**config.mk**
```make
export PLATFORM = sky130hd
export DESIGN_NAME = fct_ctrl_flat
export DESIGN_NICKNAME = d
export VERILOG_FILES = /design/src/hdl/fat_chain_table_engine_assert.svh /design/src/hdl/fct_pkg.sv /design/src/hdl/fct_in_if.sv /design/src/hdl/fct_out_if.sv /design/src/hdl/fct_ctrl.sv /design/src/flat_wrapper.sv
export SDC_FILE = /design/constraint.sdc
export NUM_CORES = 1
export LEC_CHECK = 0
export ABC_CLOCK_PERIOD_IN_PS = 8650
export BUFFER_PORTS_ARGS = -buffer_cell sky130_fd_sc_hd__buf_2
export CAP_MARGIN = 25
export CORE_ASPECT_RATIO = 0.5
export CORE_MARGIN = 2
export CORE_UTILIZATION = 60
export DETAILED_ROUTE_END_ITERATION = 16
export PLACE_DENSITY = 0.88
export SETUP_SLACK_MARGIN = 0.2
export SLEW_MARGIN = 5
export SYNTH_ARGS = -nofsm -noshare
export SYNTH_HDL_FRONTEND = slang
export SYNTH_SLANG_ARGS = --single-unit
```
**constraint.sdc**
```tcl
create_clock -name clk -period 8.65 [get_ports clk]
set_clock_uncertainty 0.15 [all_clocks]
set_input_delay 0.865 -clock clk [delete_from_list [all_inputs] [get_ports clk]]
set_output_delay 0.865 -clock clk [all_outputs]
set_load 0.01 [all_outputs]
```
**src/hdl/fat_chain_table_engine_assert.svh**
```systemverilog
// Assertion macros for the chain table engine, clocked on clk, disabled in reset.
`ifndef FAT_CHAIN_TABLE_ENGINE_ASSERT_SVH
`define FAT_CHAIN_TABLE_ENGINE_ASSERT_SVH

// Check that the consequent holds in the same cycle as the antecedent.
`define FCT_ASSERT_SAME(label, ante, cons, msg) \
  label: assert property (@(posedge clk) disable iff (!rst_n) (ante) |-> (cons)) \
    else $error(msg);

// Check that the consequent holds in the cycle after the antecedent.
`define FCT_ASSERT_NEXT(label, ante, cons, msg) \
  label: assert property (@(posedge clk) disable iff (!rst_n) (ante) |=> (cons)) \
    else $error(msg);

`endif

```
**src/hdl/fct_pkg.sv**
```systemverilog
// Shared types and constants of the chain table engine.
`timescale 1ns / 1ps
`default_nettype none

package fct_pkg;

  // Table geometry: every entry is one byte and indexes the whole table.
  localparam int TABLE_AW    = 8;
  localparam int TABLE_DEPTH = 1 << TABLE_AW;
  localparam int CMD_W       = 3;

  // Sectors on the disk; the last one holds the tables.
  localparam int SECTOR_COUNT = 256;
  // First sector number that an append may not hand out.
  localparam int FULL_LIMIT   = (SECTOR_COUNT - 1 < 255) ? SECTOR_COUNT - 1 : 255;

  // Marker for "no entry" and "end of chain".
  localparam logic [TABLE_AW-1:0] NONE_MARK  = '1;
  // Links followed before a chain walk gives up.
  localparam logic [TABLE_AW-1:0] WALK_LIMIT = '1;
  // Last file number that a new-file search looks at.
  localparam logic [TABLE_AW-1:0] NEW_LAST   = NONE_MARK - 1'b1;

  typedef enum logic [CMD_W-1:0] {
    CMD_WR_DIR   = 3'd0,
    CMD_WR_CHAIN = 3'd1,
    CMD_RD_DIR   = 3'd2,
    CMD_RD_CHAIN = 3'd3,
    CMD_NEW      = 3'd4,
    CMD_SIZE     = 3'd5,
    CMD_APPEND   = 3'd6,
    CMD_LOCATE   = 3'd7
  } fct_cmd_t;

  // One table port request: a read address and an optional write.
  typedef struct packed {
    logic [TABLE_AW-1:0] rd_addr;
    logic                wr_en;
    logic [TABLE_AW-1:0] wr_addr;
    logic [TABLE_AW-1:0] wr_data;
  } fct_mem_req_t;

endpackage

`default_nettype wire

```
**src/hdl/fct_in_if.sv**
```systemverilog
// Command channel: valid/ready plus one command word.
`timescale 1ns / 1ps
`default_nettype none

interface fct_in_if import fct_pkg::*; ();
  logic                valid;
  logic                ready;
  logic [CMD_W-1:0]    command;
  logic [TABLE_AW-1:0] file_num;
  logic [TABLE_AW-1:0] location;
  logic [TABLE_AW-1:0] entry_index;
  logic [TABLE_AW-1:0] entry_value;

  modport source (
    output valid, command, file_num, location, entry_index, entry_value,
    input  ready
  );
  modport sink (
    input  valid, command, file_num, location, entry_index, entry_value,
    output ready
  );
endinterface

`default_nettype wire

```
**src/hdl/fct_out_if.sv**
```systemverilog
// Result channel: valid/ready plus one result word.
`timescale 1ns / 1ps
`default_nettype none

interface fct_out_if import fct_pkg::*; ();
  logic                valid;
  logic                ready;
  logic [TABLE_AW-1:0] result_value;
  logic                failed;

  modport source (
    output valid, result_value, failed,
    input  ready
  );
  modport sink (
    input  valid, result_value, failed,
    output ready
  );
endinterface

`default_nettype wire

```
**src/hdl/fct_ctrl.sv**
```systemverilog
// Command sequencer: walks the tables, updates them and registers the result word.
`timescale 1ns / 1ps
`default_nettype none

module fct_ctrl import fct_pkg::*; (
  input  wire logic            clk,
  input  wire logic            rst_n,
  fct_in_if.sink               in_ch,
  fct_out_if.source            out_ch,
  output fct_mem_req_t         dir_req,
  output fct_mem_req_t         chain_req,
  input  wire logic [TABLE_AW-1:0] dir_rd_data,
  input  wire logic [TABLE_AW-1:0] chain_rd_data
);

  typedef enum logic [3:0] {
    S_IDLE,
    S_DISPATCH,
    S_READ,
    S_NEW,
    S_HEAD,
    S_WALK,
    S_APP_HEAD,
    S_APP_EVAL,
    S_APP_TGT,
    S_APP_CLR,
    S_DONE
  } state_t;

  // What to do with the sector reached at the end of a chain walk.
  typedef enum logic [1:0] {
    W_SIZE,
    W_LOCATE,
    W_SCAN,
    W_TAIL
  } walk_mode_t;

  state_t              state_r, state_nxt;
  fct_cmd_t            cmd_r, cmd_nxt;
  logic [TABLE_AW-1:0] num_r, num_nxt;
  logic [TABLE_AW-1:0] loc_r, loc_nxt;
  logic [TABLE_AW-1:0] idx_r, idx_nxt;
  logic [TABLE_AW-1:0] val_r, val_nxt;
  logic [TABLE_AW-1:0] cur_r, cur_nxt;
  logic [TABLE_AW-1:0] links_r, links_nxt;
  logic [TABLE_AW-1:0] limit_r, limit_nxt;
  walk_mode_t          mode_r, mode_nxt;
  logic [TABLE_AW-1:0] i_r, i_nxt;
  logic                any_r, any_nxt;
  logic [TABLE_AW-1:0] high_r, high_nxt;
  logic [TABLE_AW-1:0] next_r, next_nxt;
  logic [TABLE_AW-1:0] res_value_r, res_value_nxt;
  logic                res_fail_r, res_fail_nxt;
  logic                out_valid_r, out_valid_nxt;
  logic [TABLE_AW-1:0] out_value_r, out_value_nxt;
  logic                out_failed_r, out_failed_nxt;

  logic                accept;
  logic                walk_stop;
  logic [TABLE_AW:0]   cand;

  assign in_ch.ready         = (state_r == S_IDLE);
  assign accept              = in_ch.valid && in_ch.ready;
  assign out_ch.valid        = out_valid_r;
  assign out_ch.result_value = out_value_r;
  assign out_ch.failed       = out_failed_r;

  assign walk_stop = (links_r == limit_r) || (chain_rd_data == NONE_MARK);
  assign cand      = any_r ? ({1'b0, high_r} + (TABLE_AW+1)'(1)) : '0;

  // Sequence one command at a time.
  always_comb begin
    state_nxt      = state_r;
    cmd_nxt        = cmd_r;
    num_nxt        = num_r;
    loc_nxt        = loc_r;
    idx_nxt        = idx_r;
    val_nxt        = val_r;
    cur_nxt        = cur_r;
    links_nxt      = links_r;
    limit_nxt      = limit_r;
    mode_nxt       = mode_r;
    i_nxt          = i_r;
    any_nxt        = any_r;
    high_nxt       = high_r;
    next_nxt       = next_r;
    res_value_nxt  = res_value_r;
    res_fail_nxt   = res_fail_r;
    out_value_nxt  = out_value_r;
    out_failed_nxt = out_failed_r;
    out_valid_nxt  = out_valid_r && !out_ch.ready;
    dir_req        = '0;
    chain_req      = '0;

    case (state_r)
      S_IDLE: begin
        if (accept) begin
          cmd_nxt   = fct_cmd_t'(in_ch.command);
          num_nxt   = in_ch.file_num;
          loc_nxt   = in_ch.location;
          idx_nxt   = in_ch.entry_index;
          val_nxt   = in_ch.entry_value;
          state_nxt = S_DISPATCH;
        end
      end

      S_DISPATCH: begin
        res_value_nxt = '0;
        res_fail_nxt  = 1'b0;
        case (cmd_r)
          CMD_WR_DIR: begin
            dir_req.wr_en   = 1'b1;
            dir_req.wr_addr = idx_r;
            dir_req.wr_data = val_r;
            state_nxt       = S_DONE;
          end
          CMD_WR_CHAIN: begin
            chain_req.wr_en   = 1'b1;
            chain_req.wr_addr = idx_r;
            chain_req.wr_data = val_r;
            state_nxt         = S_DONE;
          end
          CMD_RD_DIR: begin
            dir_req.rd_addr = idx_r;
            state_nxt       = S_READ;
          end
          CMD_RD_CHAIN: begin
            chain_req.rd_addr = idx_r;
            state_nxt         = S_READ;
          end
          CMD_NEW: begin
            dir_req.rd_addr = '0;
            i_nxt           = '0;
            state_nxt       = S_NEW;
          end
          CMD_SIZE, CMD_LOCATE: begin
            dir_req.rd_addr = num_r;
            state_nxt       = S_HEAD;
          end
          CMD_APPEND: begin
            dir_req.rd_addr = '0;
            i_nxt           = '0;
            any_nxt         = 1'b0;
            high_nxt        = '0;
            state_nxt       = S_APP_HEAD;
          end
          default: begin
            state_nxt = S_DONE;
          end
        endcase
      end

      // Take the entry fetched for a direct read.
      S_READ: begin
        res_value_nxt = (cmd_r == CMD_RD_DIR) ? dir_rd_data : chain_rd_data;
        res_fail_nxt  = 1'b0;
        state_nxt     = S_DONE;
      end

      // Scan the directory for the first free file number.
      S_NEW: begin
        if (dir_rd_data == NONE_MARK) begin
          res_value_nxt = i_r;
          res_fail_nxt  = 1'b0;
          state_nxt     = S_DONE;
        end else if (i_r == NEW_LAST) begin
          res_value_nxt = NONE_MARK;
          res_fail_nxt  = 1'b1;
          state_nxt     = S_DONE;
        end else begin
          i_nxt           = TABLE_AW'(i_r + 1'b1);
          dir_req.rd_addr = TABLE_AW'(i_r + 1'b1);
        end
      end

      // Start a size or locate walk from the file's first sector.
      S_HEAD: begin
        if (dir_rd_data == NONE_MARK) begin
          res_value_nxt = (cmd_r == CMD_SIZE) ? '0 : NONE_MARK;
          res_fail_nxt  = (cmd_r != CMD_SIZE);
          state_nxt     = S_DONE;
        end else if (cmd_r == CMD_LOCATE && loc_r == NONE_MARK) begin
          res_value_nxt = NONE_MARK;
          res_fail_nxt  = 1'b1;
          state_nxt     = S_DONE;
        end else begin
          cur_nxt           = dir_rd_data;
          links_nxt         = '0;
          limit_nxt         = (cmd_r == CMD_SIZE) ? WALK_LIMIT : loc_r;
          mode_nxt          = (cmd_r == CMD_SIZE) ? W_SIZE : W_LOCATE;
          chain_req.rd_addr = dir_rd_data;
          state_nxt         = S_WALK;
        end
      end

      // Follow one link per cycle; the fetched entry addresses the next read.
      S_WALK: begin
        if (!walk_stop) begin
          cur_nxt           = chain_rd_data;
          links_nxt         = TABLE_AW'(links_r + 1'b1);
          chain_req.rd_addr = chain_rd_data;
        end else begin
          case (mode_r)
            W_SIZE: begin
              res_value_nxt = (links_r == WALK_LIMIT) ? WALK_LIMIT
                                                      : TABLE_AW'(links_r + 1'b1);
              res_fail_nxt  = 1'b0;
              state_nxt     = S_DONE;
            end
            W_LOCATE: begin
              res_value_nxt = (links_r == limit_r) ? cur_r : NONE_MARK;
              res_fail_nxt  = (links_r != limit_r);
              state_nxt     = S_DONE;
            end
            W_SCAN: begin
              if (!any_r || cur_r > high_r) begin
                high_nxt = cur_r;
              end
              any_nxt = 1'b1;
              if (i_r == NONE_MARK) begin
                state_nxt = S_APP_EVAL;
              end else begin
                i_nxt           = TABLE_AW'(i_r + 1'b1);
                dir_req.rd_addr = TABLE_AW'(i_r + 1'b1);
                state_nxt       = S_APP_HEAD;
              end
            end
            W_TAIL: begin
              chain_req.wr_en   = 1'b1;
              chain_req.wr_addr = cur_r;
              chain_req.wr_data = next_r;
              state_nxt         = S_APP_CLR;
            end
            default: begin
              state_nxt = S_DONE;
            end
          endcase
        end
      end

      // Walk the leading run of used files in turn to find the highest last sector.
      S_APP_HEAD: begin
        if (dir_rd_data == NONE_MARK) begin
          state_nxt = S_APP_EVAL;
        end else begin
          cur_nxt           = dir_rd_data;
          links_nxt         = '0;
          limit_nxt         = WALK_LIMIT;
          mode_nxt          = W_SCAN;
          chain_req.rd_addr = dir_rd_data;
          state_nxt         = S_WALK;
        end
      end

      // Pick the new sector, or fail when the disk is full.
      S_APP_EVAL: begin
        if (cand >= (TABLE_AW+1)'(FULL_LIMIT)) begin
          res_value_nxt = NONE_MARK;
          res_fail_nxt  = 1'b1;
          state_nxt     = S_DONE;
        end else begin
          next_nxt        = cand[TABLE_AW-1:0];
          dir_req.rd_addr = num_r;
          state_nxt       = S_APP_TGT;
        end
      end

      // Link the new sector into an empty file, or walk to the file's tail.
      S_APP_TGT: begin
        if (dir_rd_data == NONE_MARK) begin
          dir_req.wr_en   = 1'b1;
          dir_req.wr_addr = num_r;
          dir_req.wr_data = next_r;
          state_nxt       = S_APP_CLR;
        end else begin
          cur_nxt           = dir_rd_data;
          links_nxt         = '0;
          limit_nxt         = WALK_LIMIT;
          mode_nxt          = W_TAIL;
          chain_req.rd_addr = dir_rd_data;
          state_nxt         = S_WALK;
        end
      end

      // Terminate the new sector's chain.
      S_APP_CLR: begin
        chain_req.wr_en   = 1'b1;
        chain_req.wr_addr = next_r;
        chain_req.wr_data = NONE_MARK;
        res_value_nxt     = next_r;
        res_fail_nxt      = 1'b0;
        state_nxt         = S_DONE;
      end

      // Hand the result word to the output register once it is free.
      S_DONE: begin
        if (!out_valid_r || out_ch.ready) begin
          out_valid_nxt  = 1'b1;
          out_value_nxt  = res_value_r;
          out_failed_nxt = res_fail_r;
          state_nxt      = S_IDLE;
        end
      end

      default: begin
        state_nxt = S_IDLE;
      end
    endcase
  end

  // Hold state and the output register.
  always_ff @(posedge clk) begin
    if (!rst_n) begin
      state_r     <= S_IDLE;
      out_valid_r <= 1'b0;
    end else begin
      state_r     <= state_nxt;
      out_valid_r <= out_valid_nxt;
    end
    cmd_r        <= cmd_nxt;
    num_r        <= num_nxt;
    loc_r        <= loc_nxt;
    idx_r        <= idx_nxt;
    val_r        <= val_nxt;
    cur_r        <= cur_nxt;
    links_r      <= links_nxt;
    limit_r      <= limit_nxt;
    mode_r       <= mode_nxt;
    i_r          <= i_nxt;
    any_r        <= any_nxt;
    high_r       <= high_nxt;
    next_r       <= next_nxt;
    res_value_r  <= res_value_nxt;
    res_fail_r   <= res_fail_nxt;
    out_value_r  <= out_value_nxt;
    out_failed_r <= out_failed_nxt;
  end

endmodule

`default_nettype wire

```
**src/flat_wrapper.sv**
```systemverilog
// flat-port wrapper written by rule: the top's interface ports become plain ports
module fct_ctrl_flat import fct_pkg::*;
  (clk, rst_n, dir_req, chain_req, dir_rd_data, chain_rd_data, in_ch_valid, in_ch_command, in_ch_file_num, in_ch_location, in_ch_entry_index, in_ch_entry_value, in_ch_ready, out_ch_valid, out_ch_result_value, out_ch_failed, out_ch_ready);
  fct_in_if in_ch_i ();
  fct_out_if out_ch_i ();
  input  wire logic clk;
  input  wire logic rst_n;
  output fct_mem_req_t dir_req;
  output fct_mem_req_t chain_req;
  input  wire logic [TABLE_AW-1:0] dir_rd_data;
  input  wire logic [TABLE_AW-1:0] chain_rd_data;
  input wire logic [$bits(in_ch_i.valid)-1:0] in_ch_valid;
  input wire logic [$bits(in_ch_i.command)-1:0] in_ch_command;
  input wire logic [$bits(in_ch_i.file_num)-1:0] in_ch_file_num;
  input wire logic [$bits(in_ch_i.location)-1:0] in_ch_location;
  input wire logic [$bits(in_ch_i.entry_index)-1:0] in_ch_entry_index;
  input wire logic [$bits(in_ch_i.entry_value)-1:0] in_ch_entry_value;
  output wire logic [$bits(in_ch_i.ready)-1:0] in_ch_ready;
  output wire logic [$bits(out_ch_i.valid)-1:0] out_ch_valid;
  output wire logic [$bits(out_ch_i.result_value)-1:0] out_ch_result_value;
  output wire logic [$bits(out_ch_i.failed)-1:0] out_ch_failed;
  input wire logic [$bits(out_ch_i.ready)-1:0] out_ch_ready;
  assign in_ch_i.valid = in_ch_valid;
  assign in_ch_i.command = in_ch_command;
  assign in_ch_i.file_num = in_ch_file_num;
  assign in_ch_i.location = in_ch_location;
  assign in_ch_i.entry_index = in_ch_entry_index;
  assign in_ch_i.entry_value = in_ch_entry_value;
  assign in_ch_ready = in_ch_i.ready;
  assign out_ch_valid = out_ch_i.valid;
  assign out_ch_result_value = out_ch_i.result_value;
  assign out_ch_failed = out_ch_i.failed;
  assign out_ch_i.ready = out_ch_ready;
  fct_ctrl u_core (.clk(clk), .rst_n(rst_n), .in_ch(in_ch_i), .out_ch(out_ch_i), .dir_req(dir_req), .chain_req(chain_req), .dir_rd_data(dir_rd_data), .chain_rd_data(chain_rd_data));
endmodule
```
Word-level counts from Yosys, hierarchy flattened --
Cells that the tools add are included. Widths: inputs -> output; s select.
Storage, ports and cells: input port bits 55, bits in registers 109, output and inout port bits 61
Operators by class: muxes and demuxes 95, reduce and logical (&&, ||, !) cells 39, equality and inequality tests 49, magnitude comparators 2, add/subtract/negate cells 3, bitwise logic cells 1
Operators with widths (number):
- $mux 8 | 43
- $mux 17 | 5
- $pmux 8 s3 | 3
- $pmux 8 s2 | 4
- $pmux 8 s4 | 2
- $pmux 8 s7 | 1
- $pmux 17 s3 | 1
- $eq 8x8->1 const B | 6
- $pmux 4 s10 | 1
- $pmux 17 s2 | 1
- $mux 4 | 8
- $ne 2x2->1 const B | 13
- $pmux 4 s5 | 1
- $add 8x1->8 const B | 2
- $eq 4x3->1 const B | 4
- $reduce_and 5->1 | 3
- $reduce_or 2->1 | 7
- $mux 1 | 13
- $eq 3x3->1 const B | 4
- $eq 4x4->1 const B | 3
- $mux 2 | 6
- $pmux 4 s3 | 1
- $reduce_and 4->1 | 3
- $reduce_and 6->1 | 2
- other kinds (32) | 52

Longest topological paths before layout --
depth after elaboration 6, gate-level depth with buffers 9, depth with buffers taken out 8

Least setup slack after synthesis --
Ideal clock, no wire load.
kind input to register, start input chain_rd_data[6], end register u_core.i_r[0], enable pin, library setup time 0.419 ns, path slack 5.134 ns, cell stages on the path 5, arrival time 2.947 ns, path buffers 0, data required time 8.081 ns, path through nand4_1 -> or2_2 -> o21ai_1 -> a21oi_1 -> a2111oi_0
Between the ends: cells in the longest elaborated chain, start to end 4
Ends and longest elaborated chain:
- start: declaration | line flat_wrapper.sv:11 | input wire logic [TABLE_AW-1:0] chain_rd_data;
- $eq 8x8->1 | line fct_ctrl.sv:68 | assign walk_stop = (links_r == limit_r) || (chain_rd_data == NONE_MARK);
- $logic_or 1x1->1 | line fct_ctrl.sv:68
- $ne 2x1->1 (no source line)
- $reduce_and 7->1 (no source line)
- end signal: assignment | line fct_ctrl.sv:329 | i_r <= i_nxt;
- end: declaration | line fct_ctrl.sv:48 | logic [TABLE_AW-1:0] i_r, i_nxt;
Every way passes these cells. A chain may end at the register's enable or synchronous reset.

==> metrics.yaml <==
status: "complete, no violations"
setup_viol: 0
multiInputGateArea_um2: 2700
finalWeightedCongestion: 0.988
whs_path_depth: 0
power.density_nw_per_um2: 295
synth-seq-cells: 109
cts_hold_buffers: 0
min_path_type: "flop to flop"
routed_wl_um: 18000
final_cells: 812
synth-edff-count: 104
r2r_slack_ns: 5.21
crit_fanout: 18
pin_count: 116
cp-end-kind: "output pin"
final_max_slew_viol_count: 0
max_cap_violations: 0
routed-via-count: 5445
synth-main-ff-cell: "edfxtp_1"
min_from: "u_core.res_value_r[1]"
fin_crit_ns: 4.45
chipHeight_um: 75.3
die-area_um2: 11000
p_leak_nw: 2.86
slowest_stage: "and4_1"
finalCritPeriodShare_pct: 51.5
fp-row-count: 25
cts_tree: "built"
cp_top_family: "simple AND/OR/NAND/NOR gates"
cts_buffers: 9
antenna_found_initial: 0
max_freq_mhz: 224
final-seq-area_um2: 3220
grt_max_degree: 36
rsz0062_at_grt: "no"
first_pass_iters: 6
r2r_start: "u_core.state_r[0]"
seq_area_frac_synth_pct: 52.9
clock_sinks: 109
drc: 0
clock-root-buffer: "clkbuf_16"
ys_async_sr_fraction_pct: 0
critPathMaxStageDelay_ns: 0.72
crit_required_ns: 7.64
grt_pass1_vias: 4953
critical_path_class: "flop to output pin"
min_to: "u_core.out_ch.result_value[1]"
cp.arrival_ns: 3.44
io_buffers: 115
die_w_um: 147
setup-tns-final_ns: 0
r2r_cells: 8
via_per_inst: 6.71
area_delta_synth_final_pct: 16.3
post-place-cells: 795
h-tree-depth: 3
cts.repair.resized: 0
clk_pin_slew_ns: 0.07
yosys.cell_types.count: 58
clk_latency_ns: 0.36
vdd_drop_max_v: 0.000187
fin_ws_ns: 4.20
clk_path_buf_depth: 2
syn_avg_cell_area_um2: 10.7
syn_inst: 568
worstMarginPinSlew_ns: 1.02
wl_per_cell_um: 22.2
cts_setup_buffers: 0
grt_pass1_wl_um: 26800
grt_usage_pct: 32.7
timing.hold.ws_ns: 0.273
layout-drive-gt1-share_pct: 24.2
path_cells: "nor2b_1, nand2_1, inv_1, and4_1, a221o_1, buf_2"
startpoint_type: "flop"
synth_area_um2: 6090
r2r-end: "u_core.res_value_r[4]"
synth_nets: 635
dp_slack_ns: 4.71
hold_viol_final: 0
max-slew-margin-rel_pct: 31.5
n_antenna_cell: 0
initialDrtViolationCount: 952
nets: 739
grt.overflow.total: 0
core_area_um2: 9670
fillCellCount: 648
start_util_pct: 63.1
dpl.hpwl_um: 13100
critPathBufInv: 2
route.antenna.remaining_nets: 0
synth_warnings: 0
fin_area_um2: 7090
dpl_cell_area_um2: 6760
## metal layers
layer	track usage [%]	vias up	share of wire, %	routed length, um
li1	-	2374	-	-
met3	7.82	65	14	2560
met2	48.6	451	43	7690
met4	12.8	0	2.8	497
met1	47.3	2555	40	7270
met5	0	-	0	0
## cells in the mapped netlist, types with 6 or more instances
cell,number,area (um2)
a21o_1,8,60.1
a21oi_1,23,115
a221o_1,11,110
a221oi_1,6,52.6
a22o_1,24,210
a22oi_1,10,75.1
and2_1,6,37.5
and3_1,13,81.3
buf_2,9,45.0
clkbuf_1,17,63.8
edfxtp_1,104,3120
ha_1,12,150
inv_1,14,52.6
mux2_2,10,113
nand2_1,68,255
nand2b_1,7,43.8
nand3_1,20,100
nand4_1,17,106
nor2_1,41,154
nor2b_1,8,50.1
nor3_1,8,40.0
o211ai_1,7,52.6
o21a_1,7,52.6
o21ai_0,22,110
o22ai_1,10,62.6
or3_1,14,87.6
xnor2_1,18,158
xor2_1,6,52.6
## layout by cell type (no fill, tap or decap), types with 8 or more instances in the layout
| cell type | count |
|---|---|
| a21oi_1 | 23 |
| nor3_1 | 8 |
| nand2_1 | 68 |
| ha_1 | 12 |
| a22oi_1 | 10 |
| nor2b_1 | 8 |
| nor2_1 | 41 |
| a221o_1 | 11 |
| a22o_1 | 24 |
| nand3_1 | 20 |
| buf_2 | 116 |
| xnor2_1 | 18 |
| clkbuf_16 | 9 |
| edfxtp_1 | 104 |
| mux2_2 | 10 |
| inv_1 | 14 |
| a21o_1 | 8 |
| or3_1 | 14 |
| o22ai_1 | 10 |
| nand4_1 | 17 |
| o21ai_0 | 22 |
| and3_1 | 13 |
## final cells by class
| cell class | count | share of cell area (%) |
|---|---|---|
| clock inverters | 7 | 1.29 |
| well taps | 135 | 2.38 |
| flip-flops and latches | 109 | 45.5 |
| repair buffers | 122 | 8.83 |
| multi-input cells | 416 | 38.1 |
| inverters | 14 | 0.742 |
| clock buffers | 9 | 3.18 |
## metrics by stage
stage / util, % / power [mW]
floorplan: - / 1.37
global placement: 70.0 / 1.61
detailed placement: 70.0 / 1.63
CTS: 73.3 / 2.06
global route: 73.3 / 2.18
finish: 73.3 / 2.09
## state kept, by name (all words and copies together), names as in the netlist
| signal | cells |
|---|---|
| u_core.cmd_r | 3 |
| u_core.out_ch.failed | 1 |
| u_core.idx_r | 8 |
| u_core.out_ch.valid | 1 |
| u_core.high_r | 8 |
| u_core.cur_r | 8 |
| u_core.mode_r | 2 |
| u_core.val_r | 8 |
| u_core.next_r | 8 |
| u_core.limit_r | 8 |
| u_core.res_value_r | 8 |
| u_core.i_r | 8 |
| u_core.num_r | 8 |
| u_core.any_r | 1 |
| u_core.out_ch.result_value | 8 |
| u_core.state_r | 4 |
| u_core.loc_r | 8 |
| u_core.res_fail_r | 1 |
| u_core.links_r | 8 |
## cell families (layout without fill, tap and decap cells)
| group | Yosys count | count (layout) | synth area share, % |
|---|---|---|---|
| multiplexers | 10 | 10 | 1.85 |
| XOR/XNOR | 24 | 24 | 3.45 |
| flip-flops | 109 | 109 | 52.9 |
| AND/OR/NAND/NOR | 228 | 228 | 19.7 |
| buffers and inverters | 43 | 152 | 2.85 |
| adder cells (fa/ha/maj) | 12 | 12 | 2.46 |
| AO/OA/AOI/OAI | 142 | 142 | 16.8 |
## worst max-delay path by stage
stage | startpoint | end | slack [ns] | cells past startpoint
after floorplan | chain_rd_data[6] | u_core.i_r[0] | 5.13 | 5
after global placement | u_core.state_r[0] | chain_req[0] | 4.67 | 6
after detailed placement | u_core.state_r[0] | chain_req[2] | 4.71 | 6
after CTS | u_core.state_r[0] | chain_req[2] | 4.32 | 6
after global routing | u_core.state_r[0] | chain_req[2] | 3.93 | 6
final | u_core.state_r[0] | chain_req[2] | 4.20 | 6
## worst reg2reg max path, cell delays in order, from the launching register on
cell,delay [ns]
dfxtp_1,0.70
nor2b_1,0.66
nand2_1,0.14
buf_4,0.26
nor2_1,0.52
buf_4,0.25
nor3_1,0.10
nor3b_1,0.20
buf_2,0.22
## where the power goes
part,total [mW],switching (mW),internal (mW)
clock,0.434,0.202,0.232
combinational,0.680,0.427,0.252
sequential,0.975,0.170,0.805
total,2.09,0.799,1.29
Power figures use the tool's default switching activity.
